===== src/hcmbd_pkg.sv =====
// Shared types and constants for the handheld console memory bus decoder.
// No dependencies; every other file in src imports this package.
package hcmbd_pkg;

    typedef enum logic [1:0] {
        OP_READ_BYTE  = 2'd0,
        OP_WRITE_BYTE = 2'd1,
        OP_READ_WORD  = 2'd2,
        OP_WRITE_WORD = 2'd3
    } t_opcode;

    typedef enum logic [1:0] {
        S_CLEAR,
        S_IDLE,
        S_ACCESS,
        S_OUT
    } t_state;

    // Commands from the controller to the datapath.
    typedef struct packed {
        logic clear;    // write zero at the clear pointer and advance it
        logic load;     // capture a new bus access
        logic access;   // run the memory cycle of the current byte step
        logic advance;  // move on to the second byte of a word access
    } t_cmd;

    // Status from the datapath to the controller.
    typedef struct packed {
        logic clear_done;  // the clear pointer is on the last entry
        logic more;        // the current step is the first byte of a word
    } t_stat;

    localparam logic [15:0] STAT_ADDR   = 16'hFF41;
    localparam logic [15:0] ECHO_OFFSET = 16'h2000;

    localparam logic [15:0] VRAM_BASE     = 16'h8000;
    localparam logic [15:0] CART_RAM_BASE = 16'hA000;
    localparam logic [15:0] WRAM_BASE     = 16'hC000;
    localparam logic [15:0] ECHO_BASE     = 16'hE000;
    localparam logic [15:0] OAM_BASE      = 16'hFE00;
    localparam logic [15:0] UNUSABLE_BASE = 16'hFEA0;
    localparam logic [15:0] IO_BASE       = 16'hFF00;

    localparam logic [1:0] MODE_OAM_SCAN = 2'd2;
    localparam logic [1:0] MODE_DRAWING  = 2'd3;

endpackage


===== src/hcmbd_ctrl.sv =====
// Controller state machine of the memory bus decoder.
// Depends on hcmbd_pkg for the state type and the command/status structs.
module hcmbd_ctrl (
    input  logic            i_clk,
    input  logic            i_rst_n,
    input  logic            i_in_valid,
    input  logic            i_out_ready,
    input  hcmbd_pkg::t_stat i_stat,
    output logic            o_in_ready,
    output logic            o_out_valid,
    output hcmbd_pkg::t_cmd  o_cmd
);
    import hcmbd_pkg::*;

    t_state r_state;
    t_state n_state;

    always_ff @(posedge i_clk) begin
        if (!i_rst_n) begin
            r_state <= S_CLEAR;
        end else begin
            r_state <= n_state;
        end
    end

    always_comb begin
        n_state = r_state;
        unique case (r_state)
            S_CLEAR: begin
                if (i_stat.clear_done) n_state = S_IDLE;
            end
            S_IDLE: begin
                if (i_in_valid) n_state = S_ACCESS;
            end
            S_ACCESS: begin
                n_state = S_OUT;
            end
            S_OUT: begin
                if (i_out_ready) n_state = i_stat.more ? S_ACCESS : S_IDLE;
            end
            default: begin
                n_state = S_CLEAR;
            end
        endcase
    end

    always_comb begin
        o_in_ready  = 1'b0;
        o_out_valid = 1'b0;
        o_cmd       = '0;
        unique case (r_state)
            S_CLEAR: begin
                o_cmd.clear = 1'b1;
            end
            S_IDLE: begin
                o_in_ready = 1'b1;
                o_cmd.load = i_in_valid;
            end
            S_ACCESS: begin
                o_cmd.access = 1'b1;
            end
            S_OUT: begin
                o_out_valid    = 1'b1;
                o_cmd.advance  = i_out_ready && i_stat.more;
            end
            default: begin
                o_cmd = '0;
            end
        endcase
    end

endmodule


===== config.mk =====
export PLATFORM = sky130hd
export DESIGN_NAME = hcmbd_ctrl
export DESIGN_NICKNAME = d
export VERILOG_FILES = /design/src/hcmbd_pkg.sv /design/src/hcmbd_ctrl.sv
export SDC_FILE = /design/constraint.sdc
export NUM_CORES = 1
export LEC_CHECK = 0
export BUFFER_PORTS_ARGS = -buffer_cell sky130_fd_sc_hd__buf_2
export CORE_AREA = 2 2 39 41
export CTS_BUF_LIST = sky130_fd_sc_hd__clkbuf_8
export DETAILED_ROUTE_END_ITERATION = 8
export DIE_AREA = 0 0 41 43
export PLACE_DENSITY_LB_ADDON = 0.08
export SLEW_MARGIN = 15
export SYNTH_ARGS = -nofsm -noshare
export SYNTH_HDL_FRONTEND = slang
export SYNTH_SLANG_ARGS = --single-unit

===== constraint.sdc =====
create_clock -name i_clk -period 2.6 [get_ports i_clk]
set_clock_uncertainty 0.05 [all_clocks]
set_input_delay 0.13 -clock i_clk [delete_from_list [all_inputs] [get_ports i_clk]]
set_output_delay 0.13 -clock i_clk [all_outputs]
set_load 0.005 [all_outputs]

Yosys cells after proc, flatten, opt, wreduce, memory -nomap -nowiden
Index checks and enable logic that the tools add are counted.
- register bits: 2
- input bits: 6
- output and inout bits: 6
- equality and inequality tests: 6
- multiplexer cells: 11
- reduce and logical (&&, ||, !) cells: 3
- operators by type and width (operator ; count):
    $mux W2 ; 4
    $pmux W2 S4 ; 1
    $mux W1 ; 6
    $ne A2 B2 Y1 const B ; 3
    $eq A2 B2 Y1 const B ; 2
    $reduce_and A3 Y1 ; 1
    $eq A2 B1 Y1 const B ; 1
    $logic_not A2 Y1 ; 1
    $logic_and A1 B1 Y1 ; 1

Logic depth before layout (Yosys ltp)
Gate-level depths: netlist of the first run.
- depth in word-level cells: 3
- gate-level depth with buffers: 2

Worst setup path before layout of the first run
OpenSTA, ideal clock, no wires.
- kind: register to register
- start: register r_state[1]
- end: register r_state[1]
- arrival time: 0.699 ns
- path slack: 1.737 ns
- cell stages (with the launch flop): 3
- buffers on the path: 0
- period minus slack after synthesis: 0.863 ns
- cell sequence: dfxtp_1 > and3b_1 > o2bb2ai_2
- word-level cells in the longest chain between the ends: 3
- elaborated cells on any way between the ends: 9
- RTL lines (element ; RTL line ; RTL):
    from (decl) ; hcmbd_ctrl.sv:15 ; t_state r_state;
    from (signal assigned) ; hcmbd_ctrl.sv:22 ; r_state <= n_state;
    $eq A2 B2 Y1 (tied with other cells) ; hcmbd_ctrl.sv:28 ; unique case (r_state)
    $ne A2 B2 Y1 (no line) ; n/a ;
    $reduce_and A3 Y1 (no line) ; n/a ;
Parallel ways exist; a longest one is shown, timed or not.
A chain may end at the register's enable or synchronous reset.

==> flow_summary.yaml, run 1 <==
pwr:
  peakVddDrop_uv: 99.0
  leakage_nw: 0.136
  power.density_nw_per_um2: 702
floorplanning:
  initial_core_util_pct: 10.8
  io_pins: 12
  rows: 14
  die_h_um: 43
  die_x_um: 41
  die-area_um2: 1760
  core_um2: 1380
synthesis:
  synth_area_per_cell_um2: 9.38
  ys_top_cells_by_area: "dfxtp_1 (27%), a311oi_2 (10%), o2bb2ai_2 (10%)"
  syn_nets: 22
  synth_cells: 16
  synth_ff_type: "dfxtp_1"
  synth_enable_flop_cells: 0
  synth_largest_area_cell: "dfxtp_1"
  synth_warnings: 0
  synth_area_um2: 150
  ys_types: 13
  synth_top_area_share_pct: 26.7
  synthTopCellsByCount: "dfxtp_1 (2), inv_1 (2), nor2_1 (2)"
  synth_seq_cells: 2
  yosysSeqAreaShare_pct: 26.7
  async_flop_share_pct: 0
clock_network:
  clock_path_buffers: 2
  tritoncts: "done"
  cts-buffers-inserted: 3
  cts-htree-levels: 1
  cts-resized-gates: 0
  clock-root-buffer: "clkbuf_8"
  postCtsSetupRepairBufs: 0
  clkTransAtPathRegs_ns: 0.03
  clkSinkCount: 2
  insertion_delay_ns: 0.21
  cts-hold-fix-buffers: 0
grt:
  grt_max_degree: 10
  antenna_found_initial: 0
  overflow: 0
  grt_usage_pct: 6.70
  grt_pass1_vias: 192
  grt_pass1_wl_um: 717
timing:
  max_freq_mhz: 819
  setup-tns-final_ns: 0
  setup_viol: 0
  tightest_slew_ns: 0.254
  hold_viol_final: 0
  relSlewSlack_pct: 83.1
  fin_crit_sh_pct: 47.0
  slew_violations: 0
  hold-worst-slack_ns: 0.101
  period_minus_slack_ns: 1.22
  fin_ws_ns: 1.38
  rsz0062_at_grt: "no"
setup_path:
  regToRegStartpoint: "r_state[0]"
  critPathMaxFanout: 9
  cpPeakStageDelay_ns: 0.45
  r2r_cells: 2
  cp-start-kind: "flop"
  r2r_end: "r_state[0]"
  required_ns: 2.42
  path_cells: "and4_1 -> buf_2"
  cp_slowest_cell: "dfxtp_1"
  crit_arrival_ns: 1.04
  endpoint_kind: "primary output"
  rrSetupSlack_ns: 1.67
  path_class: "reg2out"
drt:
  viasPerCell: 3.72
  first_iter_violations: 1
  dr.pass1.iters: 2
  wire_per_inst_um: 9.17
  dr_total_vias: 171
  wl_um: 422
  drc: 0
  ant_nets: 0
final_layout:
  nets: 38
  largest_register_ffs: 2
  num_antenna_cells: 0
  fillers: 167
  top_register: "r_state"
  stdcell_count: 46
  reg_top3: "r_state x2"
  syn2layout_area_growth_pct: 77.5
  drive_gt1_share_pct: 63.3
run:
  max_cap_violations: 0
placed_design:
  io_buffers: 11
  dpl_worst_slack_ns: 1.61
  place.detailed.hpwl_um: 345
  gp_congestion: 0.631
  dp_cells: 43
hold_path:
  min_path_cells: 2
  min_to: "r_state[1]"
  hp-start: "i_rst_n"
  hold_class: "in2reg"
run_status:
  status: "finished, final reports clean"
[worst max-delay path, delay by kind of cell (launching register included)]
kind                   cells  cell delay [ns]
buffers and inverters      1             0.12
and+or+nand+nor            1             0.26
DFF                        1             0.45
[metrics by stage]
| step | util [%] | power, mW | instance area (um^2) |
|---|---|---|---|
| floorplan | - | 0.0525 | 150 |
| global placement | 16.3 | 0.0668 | 225 |
| detailed placement | 16.3 | 0.0665 | 225 |
| CTS | 19.3 | 0.191 | 267 |
| global route | 19.3 | 0.198 | 267 |
| finish | 19.3 | 0.187 | 267 |
[area by class of cell]
type | instances | area, um^2 | share of cell area, %
multi-input combinational | 12 | 103 | 38.5
timing repair buffer | 11 | 55.1 | 20.7
tap | 16 | 20.0 | 7.51
inverter | 2 | 7.51 | 2.82
sequential | 2 | 40.0 | 15.0
clock buffer | 3 | 41.3 | 15.5
[kinds of logic (layout without fill, tap and decap cells)]
family	count (synthesis)	count (layout)	share of synthesized area, %
AND/OR/NAND/NOR	10	10	48.3
buffers and inverters	2	16	5.00
flip-flops	2	2	26.7
AO/OA/AOI/OAI	2	2	20.0
[placed cells by master (no fill, tap or decap), types with 2 or more instances in the layout]
cell      synthesis  final
inv_1             2      2
dfxtp_1           2      2
buf_2             0     11
nor2_1            2      2
clkbuf_8          0      3
[power by group]
part	total [mW]	switching (mW)	internal, mW
Sequential	0.0393	0.00536	0.0339
Clock	0.121	0.0236	0.0978
Combinational	0.0263	0.0105	0.0158
[metal layers]
layer | vias to the layer above | GRT usage (%) | part of all wire (%)
met2 | 7 | 8.75 | 53
li1 | 84 | - | -
met5 | - | 0 | 0
met3 | 2 | 2.09 | 5.9
met4 | 0 | 10.0 | 2.4
met1 | 78 | 6.35 | 38
[worst max path at each step]
stage | to | slack, ns | start | cells after the start
2_1_floorplan | r_state[1] | 1.74 | r_state[1] | 2
3_3_place_gp | o_cmd[0] | 1.62 | r_state[1] | 2
3_5_place_dp | o_cmd[0] | 1.61 | r_state[1] | 2
4_1_cts | o_cmd[0] | 1.37 | r_state[0] | 2
5_1_grt | o_cmd[0] | 1.33 | r_state[0] | 2
6_report | o_cmd[0] | 1.38 | r_state[0] | 2
(Power assumes the default switching activity.)
==> run 2, diff against run 1 <==
==> constraint.sdc (replaced) <==
create_clock -name i_clk -period 1.25 [get_ports i_clk]
set_clock_uncertainty 0.05 [all_clocks]
set_input_delay 0.0625 -clock i_clk [delete_from_list [all_inputs] [get_ports i_clk]]
set_output_delay 0.0625 -clock i_clk [all_outputs]
set_load 0.005 [all_outputs]
==> flow_summary.yaml, run 2 (same netlist as run 1, synthesis figures left out) <==
grt:
  grt_pass1_vias: 181
  grt_pass1_wl_um: 724
  overflow: 0
  grt_usage_pct: 6.59
  grt_max_degree: 10
  antenna_found_initial: 0
final_layout:
  reg_top3: "r_state x2"
  nets: 38
  layout_commonest_cell: "buf_2"
  syn2layout_area_growth_pct: 77.5
  final_util_pct: 19.3
  multi_input_area_um2: 103
  num_antenna_cells: 0
  register_area_um2: 40.0
  largest_register_ffs: 2
  layout_common_cells: "buf_2 (11), clkbuf_8 (3), inv_1 (2), nor2_1 (2), dfxtp_1 (2)"
  fillers: 168
  drive_gt1_share_pct: 63.3
  top_register: "r_state"
pwr:
  power.density_nw_per_um2: 1450
  leakage_nw: 0.136
  peakVddDrop_uv: 569
drt:
  dr_total_vias: 169
  wire_per_inst_um: 9.76
  drc: 0
  first_iter_violations: 0
  ant_nets: 0
  wl_um: 449
  dr.pass1.iters: 1
  viasPerCell: 3.67
floorplanning:
  io_pins: 12
  die-area_um2: 1760
  core_um2: 1380
  initial_core_util_pct: 10.8
  rows: 14
  die_x_um: 41
  die_h_um: 43
setup_path:
  endpoint_kind: "primary output"
  cp-start-kind: "flop"
  crit_arrival_ns: 1.05
  path_class: "reg2out"
  critPathMaxFanout: 9
  required_ns: 1.14
clock_network:
  cts-resized-gates: 0
  cts-buffers-inserted: 3
  clock_path_buffers: 2
  clock-root-buffer: "clkbuf_8"
  insertion_delay_ns: 0.21
  tritoncts: "done"
  clkTransAtPathRegs_ns: 0.03
  cts-hold-fix-buffers: 0
  cts-htree-levels: 1
  clkSinkCount: 2
  postCtsSetupRepairBufs: 0
timing:
  slew_violations: 0
  setup-tns-final_ns: 0
  hold_viol_final: 0
  fin_crit_sh_pct: 92.7
  tightest_slew_ns: 0.245
  setup_viol: 0
  rsz0062_at_grt: "no"
  relSlewSlack_pct: 83.7
  period_minus_slack_ns: 1.16
  max_freq_mhz: 863
hold_path:
  hold_class: "in2reg"
run:
  max_cap_violations: 0
placed_design:
  gp_congestion: 0.637
  io_buffers: 11
run_status:
  status: "finished, final reports clean"
## run 2: cell counts in the layout (fill, tap and decap cells not counted)
Identical to the previous run, type by type.
## run 2: area by class of cell
cell class | count | share of cell area, %
Clock buffer | 3 | 15.5
Sequential cell | 2 | 15.0
Timing Repair Buffer | 11 | 20.7
Inverter | 2 | 2.82
Multi-Input combinational cell | 12 | 38.5
Tap cell | 16 | 7.51
## run 2: critical path, stage by stage (launching register included)
cell and delay [ns]:
dfxtp_1 0.44, and4_1 0.27, buf_2 0.13
## run 2: layer usage
| metal | vias to the layer above | global-route usage [%] | wire, um | share of wire, % |
|---|---|---|---|---|
| met5 | - | 0 | 0 | 0 |
| met4 | 0 | 4.00 | 0 | 0 |
| met3 | 0 | 4.71 | 46 | 10 |
| met2 | 7 | 8.75 | 210 | 47 |
| met1 | 78 | 7.28 | 192 | 43 |
| li1 | 84 | - | - | - |
## run 2: path summary, 6_finish.rpt
check / from / endpoint / slack (ns) / depth (start not counted)
hold / removal: i_rst_n / r_state[1] / 0.04 / 2
setup / recovery: r_state[0] / o_cmd[0] / 0.09 / 2
setup reg to reg: r_state[0] / r_state[0] / 0.31 / 2
hold reg to reg: r_state[1] / r_state[1] / 0.50 / 2
## run 2: stage by stage
| step | power [mW] | setup slack, ns | cell area [um^2] | instances | hold slack [ns] |
|---|---|---|---|---|---|
| after global placement | 0.139 | 0.290 | 225 | 43 | 0.259 |
| after detailed placement | 0.139 | 0.303 | 225 | 43 | 0.259 |
| after floorplan | 0.109 | 0.387 | 150 | 16 | 0.120 |
| after global routing | 0.420 | 0.0182 | 267 | 46 | 0.0579 |
| after CTS | 0.398 | 0.0597 | 267 | 46 | 0.0434 |
| final | 0.387 | 0.0910 | 267 | 46 | 0.0424 |
## run 2: power breakdown
group	total, mW	internal [mW]	switching [mW]	leakage, nW
Sequential	0.0813	0.0705	0.0108	0.0165
Combinational	0.0548	0.0329	0.0219	0.0983
Clock	0.251	0.203	0.0480	0.0216
==> run 3, diff against run 2 <==
--- a/config.mk
+++ b/config.mk
@@ -5,6 +5,7 @@
 export SDC_FILE = /design/constraint.sdc
 export NUM_CORES = 1
 export LEC_CHECK = 0
+export ABC_AREA = 1
 export BUFFER_PORTS_ARGS = -buffer_cell sky130_fd_sc_hd__buf_2
 export CORE_AREA = 2 2 39 41
 export CTS_BUF_LIST = sky130_fd_sc_hd__clkbuf_8
==> flow_summary.yaml, run 3 <==
final_layout:
  drive_gt1_share_pct: 45.5
  nets: 52
  final_util_pct: 20.3
  fin_area_um2: 282
  layout_common_cells: "buf_2 (11), inv_1 (7), nand2_1 (4)"
  layout_commonest_cell: "buf_2"
  largest_register_ffs: 2
  top_register: "r_state"
  syn2layout_area_growth_pct: 71.8
  reg_top3: "r_state x2"
  num_antenna_cells: 0
pwr:
  share_seq_of_total_power_pct: 20.8
  combinationalPowerShare_pct: 22.4
  power.density_nw_per_um2: 1550
  switchingPower_uw: 114
  p_clk_share_pct: 56.8
  peakVddDrop_uv: 670
  power.internal_uw: 323
  leakage_nw: 0.170
  swShare_pct: 26.1
drt:
  dr_total_vias: 215
  viasPerCell: 3.58
  wl_um: 442
  dr.pass1.iters: 2
  drc: 0
  wire_per_inst_um: 7.37
  first_iter_violations: 2
  ant_nets: 0
  wl_met2_um: 191
  highest_layer: "met4"
  dr_wl_met3_um: 59
  wl_met1_um: 183
synthesis:
  synth_enable_flop_cells: 0
  yosysSeqAreaShare_pct: 24.4
  ys_top_cells_by_area: "dfxtp_1 (24%), inv_1 (16%), nand2_2 (11%)"
  synthTopCellsByCount: "inv_1 (7), nand2_1 (4), nand2_2 (3), nor2_1 (3)"
  synth_area_um2: 164
  synth_ff_type: "dfxtp_1"
  synth_top_area_share_pct: 24.4
  synth_area_per_cell_um2: 5.46
  synth_warnings: 0
  yosysMostFrequentCell: "inv_1"
  syn_nets: 36
  synth_seq_cells: 2
  synth_largest_area_cell: "dfxtp_1"
  async_flop_share_pct: 0
  synth_cells: 30
  ys_types: 13
clock_network:
  clkSinkCount: 2
  clock_path_buffers: 2
  insertion_delay_ns: 0.21
  cts-buffers-inserted: 3
  clkTransAtPathRegs_ns: 0.03
  clock-root-buffer: "clkbuf_8"
  postCtsSetupRepairBufs: 0
  cts-htree-levels: 1
  tritoncts: "done"
hold_path:
  min_path_cells: 3
  min_to: "r_state[1]"
  hp-start: "i_rst_n"
  hold_class: "in2reg"
grt:
  grt_pass1_wl_um: 807
  grt_pass1_vias: 216
  overflow: 0
  antenna_found_initial: 0
  grt_usage_pct: 7.31
  grt_max_degree: 8
setup_path:
  regToRegStartpoint: "r_state[1]"
  critPathMaxFanout: 6
  crit_arrival_ns: 1.02
  endpoint_kind: "primary output"
  rrSetupSlack_ns: 0.21
  r2r_cells: 6
  required_ns: 1.14
  cp-start-kind: "flop"
  r2r_end: "r_state[1]"
  path_class: "reg2out"
floorplanning:
  core_um2: 1380
  initial_core_util_pct: 11.8
  io_pins: 12
  die-area_um2: 1760
  die_x_um: 41
  rows: 14
  die_h_um: 43
timing:
  hold-worst-slack_ns: 0.0153
  relSlewSlack_pct: 84.7
  slew_violations: 0
  tightest_slew_ns: 0.230
  setup-tns-final_ns: 0
  setup_viol: 0
  max_freq_mhz: 886
  rsz0062_at_grt: "no"
  fin_crit_sh_pct: 90.3
  period_minus_slack_ns: 1.13
  hold_viol_final: 0
run_status:
  status: "finished, final reports clean"
placed_design:
  gp_congestion: 0.666
  io_buffers: 11
  place.detailed.hpwl_um: 375
  placed_cell_area_um2: 239
run:
  max_cap_violations: 0
run 3: cell type report:
class | instances | area (um^2)
timing repair buffer | 11 | 55.1
multi-input combinational | 18 | 86.3
fill | 172 | 1100
tap | 16 | 20.0
sequential | 2 | 41.3
clock buffer | 3 | 41.3
inverter | 10 | 37.5
run 3: worst max-delay path by stage:
stage                     startpoint    endpoint  slack (ns)  cells after the start
after CTS                 r_state[1]    o_cmd[0]        0.11                      3
final                     r_state[1]    o_cmd[0]        0.12                      3
after detailed placement  r_state[1]  r_state[1]        0.20                      6
after global routing      r_state[1]    o_cmd[0]        0.03                      3
after floorplan           r_state[0]  r_state[1]        0.31                      6
after global placement    r_state[1]  r_state[0]        0.21                      5
run 3: logic make-up after synthesis:
family                 Yosys count  share of synthesized area [%]
AND/OR/NAND/NOR                 15                           43.5
buffers and inverters           10                           22.9
AO/OA/AOI/OAI                    3                           9.15
flip-flops                       2                           24.4
run 3: critical path: stages, from the launching register on:
cell and delay (ns):
dfxtp_1 0.43, nand2_1 0.11, nor3_1 0.13, buf_2 0.14
run 3: what timing repair did:
action,in CTS,in global routing
setup endpoints to repair,0,1
hold buffers,0,0
resized for setup,0,1
run 3: stage by stage:
step	total power, mW	cells	setup slack [ns]
floorplan	0.150	30	0.313
global placement	0.191	57	0.211
detailed placement	0.191	57	0.205
CTS	0.449	60	0.107
global route	0.479	60	0.0317
finish	0.437	60	0.121
run 3: routing by layer:
layer	vias to the layer above	track usage [%]
li1	115	-
met3	2	4.71
met1	89	8.28
met5	-	0
met4	0	6.00
met2	9	9.06
run 3: power by group through the flow:
stage          registers [mW]  clock network (mW)  logic, mW
5_1_grt                0.0934               0.267      0.118
3_3_place_gp           0.0913                   0     0.0995
3_5_place_dp           0.0911                   0      0.100
2_1_floorplan          0.0867                   0     0.0633
6_report               0.0911               0.248     0.0978
4_1_cts                0.0905               0.258      0.100
